## config.mk

```make
export PLATFORM = sky130hd
export DESIGN_NAME = nts_arith
export DESIGN_NICKNAME = d
export VERILOG_FILES = /design/src/rtl/core/nts_pkg.sv /design/src/rtl/core/nts_arith.sv
export SDC_FILE = /design/constraint.sdc
export NUM_CORES = 2
export LEC_CHECK = 0
export ABC_AREA = 1
export CORE_MARGIN = 3
export CORE_UTILIZATION = 40
export CTS_BUF_LIST = sky130_fd_sc_hd__clkbuf_2 sky130_fd_sc_hd__clkbuf_4 sky130_fd_sc_hd__clkbuf_8
export DETAILED_ROUTE_END_ITERATION = 12
export DONT_BUFFER_PORTS = 1
export MAX_ROUTING_LAYER = met4
export SETUP_SLACK_MARGIN = 0.15
export SYNTH_ARGS = -nofsm -noshare
export SYNTH_HDL_FRONTEND = slang
export SYNTH_SLANG_ARGS = --single-unit
```

## constraint.sdc

```tcl
create_clock -name i_clk -period 22.9 [get_ports i_clk]
set_clock_uncertainty 0.1 [all_clocks]
set_input_delay 1.145 -clock i_clk [delete_from_list [all_inputs] [get_ports i_clk]]
set_output_delay 1.145 -clock i_clk [all_outputs]
set_load 0.1 [all_outputs]
```

## src/rtl/core/nts_pkg.sv

```systemverilog
// ----------------------------------------------------------------------------
// nts_pkg
// Shared types and codes for the Newton two-equation solver.
// ----------------------------------------------------------------------------
package nts_pkg;

    // result status codes
    localparam logic [1:0] ST_CONVERGED = 2'd0;
    localparam logic [1:0] ST_LIMIT     = 2'd1;
    localparam logic [1:0] ST_SINGULAR  = 2'd2;

    // configuration register indexes (8-byte stride)
    localparam logic [1:0] REG_DAMPING = 2'd0;
    localparam logic [1:0] REG_YAW     = 2'd1;
    localparam logic [1:0] REG_TOL     = 2'd2;
    localparam logic [1:0] REG_LIMIT   = 2'd3;

    typedef enum logic {
        AR_MUL,
        AR_DIV
    } t_ar_op;

    typedef struct packed {
        logic   start;
        t_ar_op op;
    } t_ar_req;

    typedef enum logic [4:0] {
        S_IDLE,
        S_DRV0,
        S_DRV1,
        S_LOOP,
        S_FA,
        S_FB,
        S_FC,
        S_CHK,
        S_JA,
        S_JB,
        S_DET,
        S_NA,
        S_NB,
        S_NC,
        S_ND,
        S_NE,
        S_DA,
        S_DB,
        S_DONE
    } t_state;

endpackage

```

## src/rtl/core/nts_arith.sv

```systemverilog
// ----------------------------------------------------------------------------
// nts_arith
// Shared multi-cycle fixed-point unit: saturating multiply (16-bit digits)
// and saturating restoring divide (one quotient bit per cycle).
// ----------------------------------------------------------------------------
module nts_arith #(
    parameter int W = 48,
    parameter int F = 32
) (
    input  logic                 i_clk,
    input  logic                 i_rst_n,
    input  nts_pkg::t_ar_req     i_req,
    input  logic [W-1:0]         i_a,
    input  logic [W-1:0]         i_b,
    output logic                 o_done,
    output logic [W-1:0]         o_res
);
    import nts_pkg::*;

    localparam int CH  = 16;
    localparam int NCH = (W + CH - 1) / CH;
    localparam int YP  = NCH * CH;
    localparam int DW  = W + F;
    localparam int MW  = 2 * W + F;
    localparam int CW  = $clog2(DW + 1);
    localparam logic [W-1:0] VMAX = {1'b0, {(W-1){1'b1}}};
    localparam logic [W-1:0] VMIN = {1'b1, {(W-1){1'b0}}};

    logic          r_busy;
    t_ar_op        r_op;
    logic [CW-1:0] r_cnt;
    logic          r_neg;
    logic [W-1:0]  r_x;
    logic [YP-1:0] r_y;
    logic [2*W-1:0] r_acc;
    logic [W-1:0]  r_md;
    logic [W:0]    r_rem;
    logic [DW-1:0] r_n;
    logic          r_done;
    logic [W-1:0]  r_res;

    logic [W-1:0]    mag_a, mag_b;
    logic [W+CH-1:0] pp;
    logic [W:0]      rem_sh;
    logic            ge;
    logic [MW-1:0]   fin_mag;
    logic [W-1:0]    fin_val;

    always_comb begin
        mag_a   = i_a[W-1] ? (W'(0) - i_a) : i_a;
        mag_b   = i_b[W-1] ? (W'(0) - i_b) : i_b;
        pp      = r_x * r_y[YP-1 -: CH];
        rem_sh  = {r_rem[W-1:0], r_n[DW-1]};
        ge      = rem_sh >= {1'b0, r_md};
        if (r_op == AR_MUL) begin
            fin_mag = {{F{1'b0}}, r_acc} >> F;
        end else begin
            fin_mag = {{(MW-DW){1'b0}}, r_n};
        end
        if (fin_mag > {{(MW-W){1'b0}}, VMAX}) begin
            fin_val = r_neg ? VMIN : VMAX;
        end else begin
            fin_val = r_neg ? (W'(0) - fin_mag[W-1:0]) : fin_mag[W-1:0];
        end
    end

    always_ff @(posedge i_clk) begin
        if (!i_rst_n) begin
            r_busy <= 1'b0;
            r_done <= 1'b0;
            r_cnt  <= '0;
        end else begin
            r_done <= 1'b0;
            if (!r_busy && i_req.start) begin
                r_busy <= 1'b1;
                r_op   <= i_req.op;
                r_neg  <= i_a[W-1] ^ i_b[W-1];
                r_x    <= mag_a;
                r_y    <= {mag_b, {(YP-W){1'b0}}};
                r_acc  <= '0;
                r_md   <= mag_b;
                r_rem  <= '0;
                r_n    <= {mag_a, {F{1'b0}}};
                r_cnt  <= (i_req.op == AR_MUL) ? CW'(NCH) : CW'(DW);
            end else if (r_busy) begin
                if (r_cnt != '0) begin
                    r_cnt <= r_cnt - 1'b1;
                    if (r_op == AR_MUL) begin
                        r_acc <= (r_acc << CH) + {{(W-CH){1'b0}}, pp};
                        r_y   <= r_y << CH;
                    end else begin
                        r_rem <= ge ? (rem_sh - {1'b0, r_md}) : rem_sh;
                        r_n   <= {r_n[DW-2:0], ge};
                    end
                end else begin
                    r_busy <= 1'b0;
                    r_done <= 1'b1;
                    r_res  <= fin_val;
                end
            end
        end
    end

    assign o_done = r_done;
    assign o_res  = r_res;

endmodule

```

### Yosys cells after proc, flatten, opt, wreduce, memory -nomap -nowiden

Index checks and enable logic that the tools add are counted.

* register bits after elaboration: 427
* input bits: 100
* output and inout bits: 49
* word-level logic and storage cells: 69

* add/subtract/negate cells: 6
* $mul: 1
* order comparisons: 2
* equal/unequal tests: 1
* multiplexer cells: 29
* bitwise gates (word level): 5
* reductions and logical operators: 12

Operator list (count)
* 48-bit 2-to-1 mux: 13
* 80-bit 2-to-1 mux: 5
* 96-bit 2-to-1 mux: 3
* 1-bit by 48-bit subtractor with 48-bit output, first input constant: 3
* 96-bit by 64-bit adder with 96-bit output: 1
* 80-bit by 47-bit greater-than comparator with 1-bit output, second input constant: 1
* 48-bit by 16-bit multiplier with 64-bit output: 1
* 49-bit by 48-bit >= comparator with 1-bit output: 1
* 48-bit subtractor: 1
* 7-bit 2-to-1 mux: 4
* 4-bit AND reduction: 3
* 7-bit nonzero test: 1
* 7-bit by 1-bit subtractor with 7-bit output, second input constant: 1
* 2-bit nonzero test: 3
* 1-bit 2-to-1 mux: 4
* 1-bit NOT: 4
* 2-bit AND reduction: 2
* 3-bit OR reduction: 1
* 2-bit by 1-bit != test with 1-bit output, second input constant: 1
* 1-bit logical AND: 1
* 1-bit logical NOT: 1
* 1-bit XOR: 1

### Depth between registers and ports, before layout

* depth in word-level cells: 5
* depth in mapped cells: 33
* gate-level depth less buffers: 31

### Worst setup path before layout

OpenSTA, ideal clock, no wires.

* path type: input port to flip-flop
* from: in i_req[1] (netlist name)
* to: reg r_acc[0] (enable)
* setup time: 0.695 ns
* arrival time: 8.739 ns
* data required time: 22.105 ns
* slack: 13.366 ns
* stages: 4
* buffers on the path: 2
* cell sequence: nand2_1 > clkbuf_1 > clkbuf_1 > a21oi_1

* cells in the longest elaborated chain, start to end: 3
* elaborated cells between the ends (all ways): 5
* classes of those cells: eq/ne: 1; reduce/logical: 4

Ends and longest elaborated chain
* from (decl): RTL line nts_arith.sv:12 `input nts_pkg::t_ar_req i_req,`
* 1-bit logical AND (*): RTL line nts_arith.sv:74 `if (!r_busy && i_req.start) begin`
* 2-bit by 1-bit != test with 1-bit output (no source line) or 2-bit nonzero test (tied branches)
* 4-bit AND reduction (no source line) (*)
* to (signal assigned): RTL line nts_arith.sv:89 `r_acc <= (r_acc << CH) + {{(W-CH){1'b0}}, pp};`
* to (decl): RTL line nts_arith.sv:35 `logic [2*W-1:0] r_acc;`

Every way passes the cells marked *; elsewhere a longest branch is shown, timed or not.
A chain may end at the register's enable or synchronous reset.

### Final worst setup path

* from: reg r_x[43]
* to: reg r_acc[64], data pin

* cells in the longest elaborated chain, start to end: 5

Ends and longest elaborated chain
* from (decl): RTL line nts_arith.sv:33 `logic [W-1:0] r_x;`
* from (signal assigned): RTL line nts_arith.sv:78 `r_x <= mag_a;`
* 48-bit by 16-bit multiplier with 64-bit output: RTL line nts_arith.sv:52 `pp = r_x * r_y[YP-1 -: CH];`
* 96-bit by 64-bit adder with 96-bit output: RTL line nts_arith.sv:89
* 96-bit 2-to-1 mux: RTL line nts_arith.sv:88 `if (r_op == AR_MUL) begin`
* 96-bit 2-to-1 mux: RTL line nts_arith.sv:86 `if (r_cnt != '0) begin`
* 96-bit 2-to-1 mux: RTL line nts_arith.sv:85 `end else if (r_busy) begin`

No other way between the ends. The select of a mux whose other input is x is not followed.

==> impl_metrics.py <==
metrics = {
    "status": {
        "status": "completed",
    },
    "setup_path": {
        "cp_num_cells": 24,
        "worstPathCellList": "nand2_1 > fa_1 > inv_1 > fa_1 > inv_1 > fa_1 > inv_1 > fa_1 > fa_1 > inv_1 > fa_1 > inv_1 > ha_1 > nand2_1 > nor2_1 > nand2_1 > nor2_1 > and3_1 > nand2_1 > nand3_1 > nand2_1 > nand3_1 > nand2_1 > nor2_1",
        "critPathLaunchType": "flip-flop",
        "crit_type": "flip-flop to flip-flop",
        "crit_family": "adder cells",
        "cpPeakStageDelay_ns": 1.01,
        "critical_path.max_fanout": 16,
        "worstRegToRegCells": 24,
        "crit_required_ns": 23.38,
        "cp.arrival_ns": 7.92,
        "crit_path_top_delay_cell": "edfxtp_1",
        "cp_num_buf_inv": 5,
        "end_kind": "flip-flop",
    },
    "sta": {
        "period_needed_ns": 7.44,
        "rsz0062_at_grt": "no",
        "finalSetupTns_ns": 0,
        "maxSlewViolCount": 0,
        "hold_violations": 0,
        "max_slew.worst_pin.slew_ns": 1.32,
        "maxSlewHeadroom_pct": 10.9,
        "fmax_ghz": 0.134,
        "setup_violations": 0,
        "fin_crit_sh_pct": 32.5,
    },
    "clock_network": {
        "root_buffer": "clkbuf_8",
        "path_clk_slew_ns": 0.06,
        "cts.hold.buffers_added": 0,
        "cts_setup_buffers": 0,
        "clkLatencyLatePin_ns": 0.80,
        "cts_resized": 0,
        "numCtsBuffers": 83,
        "clock_sinks": 427,
        "clock_path_buffers": 3,
        "cts_tree": "built",
        "cts_max_level": 3,
    },
    "placed_design": {
        "dpl.cell_count": 9462,
        "portBuffers": 0,
        "dp_hpwl_um": 158000,
        "gp_congestion": 1.05,
    },
    "route": {
        "via_count": 48058,
        "wire_per_inst_um": 20.0,
        "firstDrtPassIters": 8,
        "wirelength_um": 192000,
        "via_per_inst": 5.00,
        "drt_iter0_markers": 4602,
        "post-route-drc-count": 0,
        "postRouteAntennaNets": 0,
    },
    "synthesis": {
        "synth_seq_cells": 427,
        "avgSynthCellArea_um2": 7.13,
        "synth_top_area_share_pct": 24.8,
        "synth-edff-count": 418,
        "async_reset_ff_share_pct": 0,
        "yosys-top-cells-count": "nand2_1 (2629), inv_1 (1959), fa_1 (691)",
        "synth.distinct_cells": 48,
        "netlist_top_cells_area": "fa_1 (25%), edfxtp_1 (23%), nand2_1 (18%)",
        "synth_flop_cell": "edfxtp_1",
        "syn_area_um2": 55700,
        "synth.most_common_cell": "nand2_1",
        "synthCells": 7820,
        "seq_area_frac_synth_pct": 22.8,
        "syn_nets": 8816,
        "yosys_warnings": 0,
        "synth_top_cell_by_area": "fa_1",
    },
    "grt": {
        "grt_pass1_wl_um": 295000,
        "grt_max_degree": 85,
        "antenna_found_initial": 12,
        "grt_usage_pct": 28.0,
        "gr-total-overflow": 0,
        "grt_pass1_vias": 47797,
    },
    "worst_hold_path": {
        "hold_depth": 0,
        "worst_hold_path_type": "primary input to flip-flop",
    },
    "floorplanning": {
        "core-area_um2": 138000,
        "fp-row-count": 136,
        "die_area_um2": 144000,
        "die_w_um": 379,
        "die-height_um": 379,
        "start_util_pct": 40.4,
        "io_pins": 149,
    },
    "finish": {
        "final_core_util_pct": 42.9,
        "area_delta_synth_final_pct": 6.31,
        "nets": 8680,
        "fillers": 14405,
        "drive_gt1_share_pct": 3.14,
        "fin_cells": 9618,
    },
    "run": {
        "cap_violations": 0,
    },
}
==> worst paths after layout <==
kind                    end     start  slack (ns)
hold reg to reg    r_cnt[0]  r_cnt[0]        0.38
setup reg to reg  r_acc[64]   r_x[43]       15.46
hold / removal      r_md[0]    i_b[0]        0.37
setup / recovery  r_acc[64]   r_x[43]       15.46
==> cell usage in the layout, fill, tap and decap left out, types with 12 or more instances in the layout <==
cell type	count
xnor2_1	36
inv_1	1959
bufinv_16	12
ha_1	205
nor3_1	60
o21bai_1	12
clkinv_1	15
clkbuf_8	83
nand3b_1	21
nor4_1	15
clkbuf_4	17
o21ai_0	171
o21ai_1	28
edfxtp_1	418
fa_1	691
nand4_1	79
a21oi_1	194
nor2_1	617
or2_2	13
xor2_1	70
nand3_1	232
nor2_2	12
nand2_1	2628
buf_4	47
==> cell families after synthesis <==
logic type / synth area share [%]
XOR/XNOR: 1.67
adder cells (fa/ha/maj): 29.4
AO/OA/AOI/OAI: 4.26
flip-flops: 22.8
buffers and inverters: 15.3
AND/OR/NAND/NOR: 26.5
==> worst register-to-register path, delay by kind of cell, from the launching register on <==
family / cells / cell delay, ns
fa+ha+maj: 7 / 3.60
buf+inv: 5 / 0.25
flops: 1 / 1.01
simple gates: 12 / 2.34
==> layout make-up <==
class / count / area [um2] / share of cell area [%]
multi-input combinational: 5159 / 34500 / 58.3
sequential: 427 / 12700 / 21.5
inverter: 1966 / 7380 / 12.5
tap: 1863 / 2330 / 3.93
clock buffer: 100 / 1270 / 2.14
clock inverter: 50 / 628 / 1.06
timing repair buffer: 47 / 353 / 0.595
antenna: 6 / 15.0 / 0.0253
==> sequential cells by signal (all words and copies together) (netlist names) <==
signal  count
r_op        1
r_n        80
r_neg       1
r_rem      48
r_md       48
r_busy      1
o_done      1
r_cnt       7
r_y        48
r_x        48
r_acc      96
o_res      48
==> per-layer routing <==
metal	global-route usage, %	part of all wire, %	up-vias
met5	-	0	-
met4	7.96	2.9	0
met3	4.15	7.4	252
met2	42.8	45	1708
met1	38.6	44	23351
li1	-	-	22747
==> through the flow <==
step | hold WS, ns | instance area, um2 | setup slack [ns]
final | 0.373 | 59300 | 15.46
after global routing | 0.306 | 59300 | 15.22
after CTS | 0.280 | 59200 | 15.50
after detailed placement | 0.367 | 57300 | 15.54
after global placement | 0.356 | 57300 | 15.57
after floorplan | 0.345 | 55700 | 13.37
Power is left out: the tool's default activity adds up to more than one toggle a clock period on the data nets, which glitch-free logic cannot reach.
